==> src/design/knv_pkg.sv <==
// knv_pkg: shared types and constants of the neighbor list and vote block
// used by knv_ctrl, knv_datapath and knn_neighbor_list_vote; no dependencies
`default_nettype none

package knv_pkg;

	// fixed field widths
	localparam int DIST_W   = 32;
	localparam int CLASS_W  = 4;
	localparam int INDEX_W  = 16;
	localparam int KREG_W   = 6;
	localparam int COUNT_W  = 6;
	localparam int S_DATA_W = 56;
	localparam int M_DATA_W = 64;
	// class labels that the class field can carry
	localparam int LABELS   = 1 << CLASS_W;

	// controller states, one-hot
	typedef enum logic [4:0] {
		ST_IDLE   = 5'b00001,
		ST_INSERT = 5'b00010,
		ST_WALK   = 5'b00100,
		ST_SCAN   = 5'b01000,
		ST_EMIT   = 5'b10000
	} state_t;

	// commands from the controller to the datapath
	typedef struct packed {
		logic load;
		logic insert;
		logic walk;
		logic scan;
		logic emit;
	} cmd_t;

	// status from the datapath to the controller
	typedef struct packed {
		logic cand;
		logic last;
		logic walk_done;
		logic scan_done;
		logic out_free;
	} stat_t;

endpackage

`default_nettype wire

==> src/design/knv_ctrl.sv <==
// knv_ctrl: controller state machine of the neighbor list and vote block
// depends on knv_pkg; drives knv_datapath through cmd_t and reads stat_t
`default_nettype none

module knv_ctrl (
	input  wire                 clk,
	input  wire                 arst_n,
	input  wire                 s_tvalid,
	output logic                s_tready,
	input  wire knv_pkg::stat_t stat,
	output knv_pkg::cmd_t       cmd
);
	import knv_pkg::*;

	state_t state_q;
	state_t state_nxt;

	// input side is open only in the idle state, between items
	assign s_tready = (state_q == ST_IDLE);

	// next state and commands
	always_comb begin
		state_nxt = state_q;
		cmd       = '0;
		case (state_q)
			ST_IDLE: begin
				if (s_tvalid) begin
					cmd.load  = 1'b1;
					state_nxt = ST_INSERT;
				end
			end
			ST_INSERT: begin
				cmd.insert = stat.cand;
				state_nxt  = stat.last ? ST_WALK : ST_IDLE;
			end
			ST_WALK: begin
				if (stat.walk_done) begin
					state_nxt = ST_SCAN;
				end else begin
					cmd.walk = 1'b1;
				end
			end
			ST_SCAN: begin
				if (stat.scan_done) begin
					state_nxt = ST_EMIT;
				end else begin
					cmd.scan = 1'b1;
				end
			end
			ST_EMIT: begin
				if (stat.out_free) begin
					cmd.emit  = 1'b1;
					state_nxt = ST_IDLE;
				end
			end
			default: begin
				state_nxt = ST_IDLE;
			end
		endcase
	end

	// state register
	always_ff @(posedge clk or negedge arst_n) begin
		if (!arst_n) begin
			state_q <= ST_IDLE;
		end else begin
			state_q <= state_nxt;
		end
	end

	// insertion always directly follows a load
	a_insert_after_load: assert property (@(posedge clk) disable iff (!arst_n)
		cmd.insert |-> $past(cmd.load))
		else $error("insert without a preceding load");

	// a result is never loaded over one that is still waiting
	a_emit_free: assert property (@(posedge clk) disable iff (!arst_n)
		cmd.emit |-> stat.out_free)
		else $error("emit while output register busy");

	// the walk never steps past the filled entries
	a_walk_bound: assert property (@(posedge clk) disable iff (!arst_n)
		cmd.walk |-> !stat.walk_done)
		else $error("walk step beyond filled entries");

endmodule

`default_nettype wire

==> config.mk <==
export PLATFORM = sky130hd
export DESIGN_NAME = knv_ctrl
export DESIGN_NICKNAME = d
export VERILOG_FILES = /design/src/design/knv_pkg.sv /design/src/design/knv_ctrl.sv
export SDC_FILE = /design/constraint.sdc
export NUM_CORES = 1
export LEC_CHECK = 0
export BUFFER_PORTS_ARGS = -buffer_cell sky130_fd_sc_hd__buf_4
export CORE_AREA = 2 2 39 41
export CTS_CLUSTER_SIZE = 20
export DETAILED_ROUTE_END_ITERATION = 10
export DIE_AREA = 0 0 41 43
export PLACE_DENSITY = 0.56
export RECOVER_POWER = 25
export SLEW_MARGIN = 5
export SYNTH_ARGS = -nofsm -noshare
export SYNTH_HDL_FRONTEND = slang
export SYNTH_SLANG_ARGS = --single-unit
==> constraint.sdc <==
create_clock -name clk -period 1.6 [get_ports clk]
set_input_delay 0.48 -clock clk [delete_from_list [all_inputs] [get_ports clk]]
set_output_delay 0.48 -clock clk [all_outputs]
set_load 0.03 [all_outputs]
==> results.json, run 1 <==
{
  "portBuffers": 13,
  "wl_per_cell_um": 11.8,
  "gp_congestion": 0.758,
  "antenna_found_initial": 0,
  "p_sw_share_pct": 39.6,
  "synth-adder-area-share_pct": 0,
  "avgSynthCellArea_sq_um": 9.26,
  "reg2reg_from": "state_q[0]$_DFFE_PN1P_",
  "antenna_left": 0,
  "synthXorXnorAreaFrac_pct": 2.25,
  "crit_slowest_cell": "dfrtp_1",
  "p_leak_nw": 0.305,
  "antenna_cells": 0,
  "clk_path_buf_depth": 2,
  "clock_skew_ns": 0.000621,
  "fin_area_sq_um": 669,
  "rrSetupSlack_ns": 0.15,
  "ys_ff_latch": 5,
  "tightest_slew_ns": 0.305,
  "synth_top_area_share_pct": 25.7,
  "critPathKind": "reg -> out",
  "regMostFlops": "state_q",
  "setup_ws_ns": -0.336,
  "drc": 0,
  "fmax_ghz": 0.516,
  "grt_pass1_wl_mm": 1.65,
  "drt-vias-per-instance": 4.92,
  "clk_pin_slew_ns": 0.04,
  "synth-seq-area-share_pct": 32.5,
  "grt_use_total_pct": 15.1,
  "die-area_sq_um": 1760,
  "io_pins": 14,
  "grt_max_degree": 8,
  "firstDrtPassIters": 4,
  "drtIter0Drc": 11,
  "worstPathRequired_ns": 1.12,
  "cts_buffers": 3,
  "clock_latency_ns": 0.25,
  "cpPeakStageDelay_ns": 0.37,
  "final_period_minus_worst_setup_slack_ns": 1.94,
  "muxShareOfSynthArea_pct": 0,
  "path_max_fanout": 3,
  "gr-total-overflow": 0,
  "yosys_warnings": 0,
  "crit_path_start_kind": "flop",
  "path_cells": "or2_4 > nor4b_4 > and2_4 > buf_6",
  "synth-compound-area-share_pct": 12.9,
  "initial_core_util_pct": 28.1,
  "finalNonFillerCells": 85,
  "violations": "negative setup slack",
  "die_x_um": 41,
  "crit_path_end": "cmd[4]",
  "finalSetupViolCount": 6,
  "yosys.area_share.simple_pct": 42.8,
  "drive_gt1_share_pct": 62.3,
  "drv_slew": 0,
  "syn_nets": 50,
  "worstSetupStartpoint": "state_q[4]$_DFFE_PN0P_",
  "dp_cells": 78,
  "cts_tree": "yes",
  "synth_top_family_by_area": "simple AND/OR/NAND/NOR gates",
  "cts_hold_buf": 0,
  "synthCells": 42,
  "core_area_sq_um": 1380,
  "hpwlAfterDp_um": 721,
  "ir_drop_uv": 519,
  "hold_viol_final": 0,
  "area_growth_pct": 72.0,
  "syn_area_sq_um": 389,
  "p_comb_share_pct": 61.5,
  "relSlewSlack_pct": 79.5,
  "synthTopCellsByArea": "dfrtp_1, dfstp_2, nor4b_4",
  "endpoint_kind": "output port",
  "rr_worst_depth": 5,
  "intPower_w": 0.000553,
  "p_switching_w": 0.000363,
  "placed_area_sq_um": 576,
  "rsz0062_at_grt": "yes",
  "arrival_ns": 1.46,
  "fin_nets": 78,
  "p_per_area_nw_per_um2": 1370,
  "synth_area_leader_cell": "dfrtp_1",
  "htree_levels": 1,
  "largest_reg_flops": 5,
  "die_h_um": 43,
  "grt_pass1_vias": 379,
  "cts_root_buf": "clkbuf_4",
  "via_count": 418,
  "status": "finished with violations",
  "synth_cell_types": 27,
  "cap_violations": 0,
  "timing.rr.end": "state_q[0]$_DFFE_PN1P_",
  "rows": 14,
  "clock_sinks": 5,
  "reg_top3": "state_q: 5 flops",
  "pwr-share-clk_pct": 16.6,
  "hold_path.class": "in -> async",
  "wirelength_um": 999,
  "timing.final.crit_share_pct": 121,
  "seqPwrFrac_pct": 22.0
}
-- worst min path at each step --
stage,cells past startpoint,startpoint,endpoint,slack [ns]
3_5_place_dp,1,arst_n,state_q[1]$_DFFE_PN0P_,0.29
2_1_floorplan,0,arst_n,state_q[1]$_DFFE_PN0P_,0.18
3_3_place_gp,1,arst_n,state_q[2]$_DFFE_PN0P_,0.28
5_1_grt,1,arst_n,state_q[1]$_DFFE_PN0P_,0.09
6_report,1,arst_n,state_q[2]$_DFFE_PN0P_,0.08
4_1_cts,1,arst_n,state_q[2]$_DFFE_PN0P_,0.02
-- worst max-delay path: cells and delay by family, from the launching register on --
kind                   cells  cell delay, ns
AND/OR/NAND/NOR            3            0.72
flip-flops                 1            0.37
buffers and inverters      1            0.12
-- power groups by stage --
stage	registers (W)	clock network, W	logic [W]
after floorplan	0.000174	0	0.000349
after global placement	0.000189	0	0.000487
after detailed placement	0.000188	0	0.000491
after CTS	0.000202	0.000157	0.000540
after global routing	0.000208	0.000169	0.000607
final	0.000201	0.000152	0.000563
-- placed cells by master (no fill, tap or decap), drive strengths merged --
master	n
a21oi	1
o31ai	1
nor3	2
o22ai	1
nand2	3
dfstp	1
o21ai	2
nand3	3
inv	3
and2	2
nand2b	1
o41ai	1
and4b	1
clkbuf	5
or2	1
buf	25
nor4	2
nor2	4
nand3b	1
nor4b	2
xor2	1
nor2b	1
dfrtp	4
a31oi	1
-- cell families (layout without fill, tap and decap cells) --
logic type                Yosys count  in the layout
and+or+nand+nor                    23             23
AOI/OAI and AO/OA                   7              7
buffers and inverters               6             33
DFF                                 5              5
xor gates and xnor gates            1              1
-- routing by layer --
layer | part of all wire [%] | GRT usage (%) | vias to the layer above
met5 | 0 | 0 | -
met4 | 2.5 | 12.0 | 0
met3 | 4.4 | 6.28 | 2
met2 | 51 | 19.7 | 11
met1 | 42 | 18.4 | 202
li1 | - | - | 203
-- layout make-up --
type,instances,area (sq um)
fill,137,714
multi-input combinational,31,265
timing repair buffer,26,219
sequential,5,128
clock buffer,4,26.3
tap,16,20.0
inverter,3,11.3
-- timing repair --
action,CTS,global route
setup buffers,3,2
setup endpoints to repair,6,6
pin swaps,2,0
resized for setup,9,2
-- per-stage QoR --
| step | hold slack (ns) | setup TNS [ns] | utilization, % | worst slack, ns | power [W] |
|---|---|---|---|---|---|
| finish | 0.0810 | -1.46 | 48.4 | -0.336 | 0.000916 |
| detailed placement | 0.287 | -0.221 | 41.6 | -0.0977 | 0.000679 |
| floorplan | 0.184 | -0.847 | - | -0.418 | 0.000522 |
| global placement | 0.285 | -0.141 | 41.6 | -0.0688 | 0.000675 |
| global route | 0.0929 | -1.92 | 48.4 | -0.421 | 0.000984 |
| CTS | 0.0191 | -1.49 | 47.6 | -0.342 | 0.000899 |
-- cells in the mapped netlist, drive strengths merged --
cell type / count
nor4b: 2
and4b: 1
nor4: 2
o22ai: 1
o31ai: 1
o41ai: 1
a21oi: 1
nor3: 2
buf: 3
nand2b: 1
nand3: 3
nand2: 3
inv: 3
xor2: 1
dfstp: 1
nand3b: 1
and2: 2
o21ai: 2
nor2b: 1
or2: 1
dfrtp: 4
a31oi: 1
nor2: 4
(Power assumes the default switching activity.)
==> run 2: changes to the inputs <==
--- a/config.mk
+++ b/config.mk
@@ -5,7 +5,7 @@
 export SDC_FILE = /design/constraint.sdc
 export NUM_CORES = 1
 export LEC_CHECK = 0
-export BUFFER_PORTS_ARGS = -buffer_cell sky130_fd_sc_hd__buf_4
+export BUFFER_PORTS_ARGS = -buffer_cell sky130_fd_sc_hd__buf_2
 export CORE_AREA = 2 2 39 41
 export CTS_CLUSTER_SIZE = 20
 export DETAILED_ROUTE_END_ITERATION = 10
@@ -16,3 +16,4 @@
 export SYNTH_ARGS = -nofsm -noshare
 export SYNTH_HDL_FRONTEND = slang
 export SYNTH_SLANG_ARGS = --single-unit
+export TNS_END_PERCENT = 30
==> results.json, run 2 (synthesis gave the netlist of run 1 again) <==
{
  "status": "finished with violations",
  "violations": "negative setup slack",
  "portBuffers": 13,
  "core_area_sq_um": 1380,
  "cts_root_buf": "clkbuf_4",
  "rrSetupSlack_ns": 0.22,
  "arrival_ns": 1.48,
  "grt_pass1_wl_mm": 1.64,
  "timing.final.crit_share_pct": 123,
  "p_leak_nw": 0.272,
  "path_max_fanout": 3,
  "grt_max_degree": 8,
  "clk_path_buf_depth": 2,
  "cap_violations": 0,
  "final_period_minus_worst_setup_slack_ns": 1.96,
  "setup_tns_ns": -1.61,
  "fin_nets": 74,
  "finalSetupViolCount": 6,
  "hold_path.class": "in -> async",
  "largest_reg_flops": 5,
  "grt_use_total_pct": 14.3,
  "htree_levels": 1,
  "cts_tree": "yes",
  "die_x_um": 41,
  "ir_drop_uv": 384,
  "reg_top3": "state_q: 5 flops",
  "tightest_slew_ns": 0.350,
  "fin_area_sq_um": 577,
  "antenna_cells": 0,
  "wl_met3_um": 71,
  "wl_per_cell_um": 11.8,
  "die_h_um": 43,
  "cpPeakStageDelay_ns": 0.37,
  "crit_path_start_kind": "flop",
  "hold_viol_final": 0,
  "critPathKind": "reg -> out",
  "worstPathRequired_ns": 1.12,
  "drt-vias-per-instance": 5.00,
  "clock_latency_ns": 0.24,
  "drtIter0Drc": 6,
  "layout_commonest_cell": "buf_4",
  "clock_sinks": 5,
  "initial_core_util_pct": 28.1,
  "firstDrtPassIters": 4,
  "drive_gt1_share_pct": 53.8,
  "placed_area_sq_um": 534,
  "final_util_pct": 41.7,
  "relSlewSlack_pct": 76.4,
  "hpwlAfterDp_um": 791,
  "io_pins": 14,
  "antenna_left": 0,
  "gp_congestion": 0.721,
  "endpoint_kind": "output port",
  "rr_worst_depth": 5,
  "clk_pin_slew_ns": 0.04,
  "antenna_found_initial": 0,
  "rows": 14,
  "path_cells": "or2_4 > nor4b_4 > and2_2 > buf_4",
  "wl_met2_um": 468,
  "fill_cells": 138,
  "cts_hold_buf": 0,
  "area_growth_pct": 48.2,
  "routed.top_layer": "met4",
  "clock_skew_ns": 0.000131,
  "via_count": 405,
  "fmax_ghz": 0.510,
  "rsz0062_at_grt": "yes",
  "setup_ws_ns": -0.363,
  "timing.rr.end": "state_q[0]$_DFFE_PN1P_",
  "grt_pass1_vias": 390,
  "regMostFlops": "state_q",
  "cts_buffers": 3,
  "wirelength_um": 957,
  "wl_met1_um": 396,
  "reg2reg_from": "state_q[0]$_DFFE_PN1P_",
  "p_per_area_nw_per_um2": 1380,
  "die-area_sq_um": 1760,
  "crit_slowest_cell": "dfrtp_1",
  "drc": 0,
  "final_cell_mix": "buf_4, buf_2, nor2_1",
  "drv_slew": 0,
  "gr-total-overflow": 0
}
[run 2: final cells by class]
class,instances,area (sq um),share of cell area (%)
Inverter,3,11.3,1.95
Tap cell,16,20.0,3.47
Sequential cell,5,128,22.1
Clock buffer,4,26.3,4.56
Timing Repair Buffer,22,160,27.8
Multi-Input combinational cell,31,231,40.1
[run 2: metrics by stage]
| step | std cells | hold slack (ns) | setup slack (ns) | total power (W) |
|---|---|---|---|---|
| 2_1_floorplan | 42 | 0.184 | -0.451 | 0.000516 |
| 3_3_place_gp | 77 | 0.298 | -0.106 | 0.000632 |
| 3_5_place_dp | 77 | 0.305 | -0.141 | 0.000642 |
| 4_1_cts | 81 | 0.0438 | -0.375 | 0.000804 |
| 5_1_grt | 81 | 0.0915 | -0.445 | 0.000867 |
| 6_report | 81 | 0.0894 | -0.363 | 0.000795 |
[run 2: how the worst max path moves through the flow]
stage,end,cells past startpoint,start
finish,cmd[4],4,state_q[4]$_DFFE_PN0P_
global route,cmd[4],4,state_q[4]$_DFFE_PN0P_
CTS,cmd[4],4,state_q[4]$_DFFE_PN0P_
detailed placement,cmd[4],4,state_q[4]$_DFFE_PN0P_
global placement,cmd[0],4,state_q[1]$_DFFE_PN0P_
floorplan,cmd[4],3,state_q[4]$_DFFE_PN0P_
[run 2: what timing repair did]
| action | 4_1_cts | 5_1_grt |
|---|---|---|
| hold endpoints to repair | 0 | 0 |
| gates resized for setup | 6 | 1 |
| setup buffers | 0 | 0 |
| pin swaps | 2 | 0 |
| setup endpoints to repair | 6 | 6 |
[run 2: layer usage]
metal	up-vias	global-route usage, %
met5	-	0
met2	17	18.4
li1	198	-
met3	4	7.33
met4	0	10.0
met1	186	17.5
[run 2: critical path: cells and delay by family, from the launching register on]
kind	cells	cell delay (ns)
buffers and inverters	1	0.15
AND/OR/NAND/NOR	3	0.72
flip-flops	1	0.37
[run 2: report_power, final]
group / leakage (nW) / switching [W] / internal (W)
Sequential: 0.0636 / 0.0000313 / 0.000165
Clock: 0.0150 / 0.0000500 / 0.0000942
Combinational: 0.194 / 0.000237 / 0.000218
Total: 0.272 / 0.000318 / 0.000477
==> run 3: changes to the inputs <==
--- a/config.mk
+++ b/config.mk
@@ -5,13 +5,13 @@
 export SDC_FILE = /design/constraint.sdc
 export NUM_CORES = 1
 export LEC_CHECK = 0
+export ABC_AREA = 1
 export BUFFER_PORTS_ARGS = -buffer_cell sky130_fd_sc_hd__buf_2
 export CORE_AREA = 2 2 39 41
 export CTS_CLUSTER_SIZE = 20
 export DETAILED_ROUTE_END_ITERATION = 10
 export DIE_AREA = 0 0 41 43
-export PLACE_DENSITY = 0.56
-export RECOVER_POWER = 25
+export PLACE_DENSITY = 0.55
 export SLEW_MARGIN = 5
 export SYNTH_ARGS = -nofsm -noshare
 export SYNTH_HDL_FRONTEND = slang
==> results.json, run 3 <==
{
  "status": "finished with violations",
  "violations": "negative setup slack",
  "largest_reg_flops": 5,
  "finalPower_w": 0.000852,
  "htree_levels": 1,
  "cts_buffers": 3,
  "clk_path_buf_depth": 2,
  "syn_nets": 65,
  "antenna_left": 0,
  "die-area_sq_um": 1760,
  "finalNonFillerCells": 94,
  "critPathKind": "reg -> out",
  "path_buf_inv": 1,
  "synth-main-ff-cell": "dfrtp_1",
  "finalSetupViolCount": 6,
  "fill_cells": 143,
  "rsz0062_at_grt": "yes",
  "path_cells": "nor2_4 > nand3_2 > nor2_1 > buf_4",
  "synth_cell_types": 14,
  "pre_cts_slack_ns": 0.0712,
  "tightest_slew_ns": 0.222,
  "wirelength_um": 780,
  "endpoint_kind": "output port",
  "hpwlAfterDp_um": 626,
  "area_growth_pct": 45.5,
  "clock_latency_ns": 0.24,
  "fmax_ghz": 0.588,
  "reg_top3": "state_q: 5 flops",
  "antenna_cells": 0,
  "synth_most_common_cell": "inv_1",
  "drc": 0,
  "drive_gt1_share_pct": 50.0,
  "cap_violations": 0,
  "rrSetupSlack_ns": 0.38,
  "synthTopCellsByArea": "dfrtp_1, inv_1, nand2_1",
  "gp_congestion": 0.729,
  "ys_ff_latch": 5,
  "whs_ns": 0.0449,
  "cts_root_buf": "clkbuf_4",
  "synth_edf_count": 0,
  "firstDrtPassIters": 4,
  "cts_hold_buf": 0,
  "wl_per_cell_um": 8.30,
  "synth_area_leader_cell": "dfrtp_1",
  "path_max_fanout": 5,
  "drt-vias-per-instance": 4.15,
  "die_h_um": 43,
  "drv_slew": 0,
  "crit_path_start_kind": "flop",
  "crit_family": "flip-flops",
  "grt_pass1_wl_mm": 1.32,
  "gr-total-overflow": 0,
  "final_cell_mix": "inv_1, nand2_1, buf_4",
  "reg2reg_from": "state_q[3]$_DFFE_PN0P_",
  "synthTopCellsByCount": "inv_1, nand2_1, nor2_1, nor2_2, dfrtp_1",
  "synth_top_area_share_pct": 26.0,
  "arrival_ns": 1.22,
  "rr_worst_depth": 7,
  "hold_viol_final": 0,
  "timing.rr.end": "state_q[4]$_DFFE_PN0P_",
  "synthCells": 57,
  "setup_ws_ns": -0.100,
  "hold_path.class": "in -> async",
  "worstPathRequired_ns": 1.12,
  "relSlewSlack_pct": 85.2,
  "portBuffers": 13,
  "cts_tree": "yes",
  "initial_core_util_pct": 27.8,
  "syn_area_sq_um": 385,
  "setup_tns_ns": -0.456,
  "synth-seq-area-share_pct": 32.8,
  "async_reset_ff_share_pct": 100,
  "die_x_um": 41,
  "core_area_sq_um": 1380,
  "timing.final.crit_share_pct": 106,
  "avgSynthCellArea_sq_um": 6.76,
  "grt_pass1_vias": 348,
  "clock_sinks": 5,
  "yosys_warnings": 0,
  "rows": 14,
  "regMostFlops": "state_q",
  "cpPeakStageDelay_ns": 0.44,
  "p_per_area_nw_per_um2": 1520,
  "p_leak_nw": 0.342,
  "grt_use_total_pct": 11.0,
  "clock_skew_ns": 0.00360,
  "crit_slowest_cell": "dfrtp_2",
  "drtIter0Drc": 4,
  "antenna_found_initial": 0,
  "ir_drop_uv": 588,
  "io_pins": 14,
  "fin_nets": 87,
  "dp_cells": 86,
  "grt_max_degree": 6,
  "clk_pin_slew_ns": 0.04,
  "final_period_minus_worst_setup_slack_ns": 1.70,
  "via_count": 390
}
## run 3: changes by cell type in the layout (fill, tap and decap cells not counted), sizes merged, moves of 2 or more
cell,previous run,this run
nor2,4,12
and2,2,0
inv,3,17
nor4b,2,0
nor4,2,0
nand4,0,5
buf,21,17
nor3,2,0
nand2,3,13
## run 3: per-stage QoR
stage / cell area [sq um] / utilization [%]
after floorplan: 385 / -
after global routing: 561 / 40.5
final: 561 / 40.5
after CTS: 546 / 39.4
after detailed placement: 470 / 34.0
after global placement: 470 / 34.0
## run 3: worst max-delay path by stage
stage | start | end | slack (ns) | depth (start not counted)
global route | state_q[3]$_DFFE_PN0P_ | cmd[3] | -0.18 | 4
CTS | state_q[3]$_DFFE_PN0P_ | cmd[1] | -0.10 | 5
detailed placement | state_q[3]$_DFFE_PN0P_ | cmd[3] | 0.07 | 4
finish | state_q[3]$_DFFE_PN0P_ | cmd[4] | -0.10 | 4
floorplan | state_q[3]$_DFFE_PN0P_ | cmd[3] | 0.005 | 3
global placement | state_q[3]$_DFFE_PN0P_ | cmd[3] | 0.08 | 4
## run 3: layer usage
metal / part of all wire [%] / track usage [%] / vias to the layer above
li1: - / - / 211
met1: 45 / 15.5 / 170
met2: 50 / 15.6 / 9
met3: 5.1 / 1.57 / 0
met4: 0 / 6.00 / 0
met5: 0 / 0 / -
## run 3: worst register-to-register path, stage by stage, from the launching register on
cell     delay (ns)
dfrtp_2        0.44
nor2_4         0.17
buf_4          0.14
nand4_1        0.09
nand2_1        0.11
nor2_2         0.05
nand2_1        0.05
nand2_1        0.05
## run 3: layout make-up
class	count	area [sq um]	area share (%)
Multi-Input combinational cell	35	208	37.1
Sequential cell	5	129	23.0
Inverter	17	63.8	11.4
Timing Repair Buffer	17	114	20.3
Tap cell	16	20.0	3.57
Clock buffer	4	26.3	4.69
## run 3: cells by family (layout without fill, tap and decap cells)
family | after synthesis | in the layout | synth area share [%]
buf+inv | 17 | 38 | 16.6
flops | 5 | 5 | 32.8
compound gates | 2 | 2 | 2.59
simple gates | 33 | 33 | 48.1
## run 3: timing repair
| item | 4_1_cts | 5_1_grt |
|---|---|---|
| gates resized for setup | 9 | 4 |
| buffers inserted | 3 | 1 |
| pin swaps | 4 | 4 |
| endpoints found under the setup margin | 6 | 6 |
## run 3: report_power, final
group          internal (W)  total (W)  switching (W)
combinational      0.000208   0.000486       0.000277
sequential         0.000173   0.000226      0.0000538
clock             0.0000939   0.000140      0.0000456
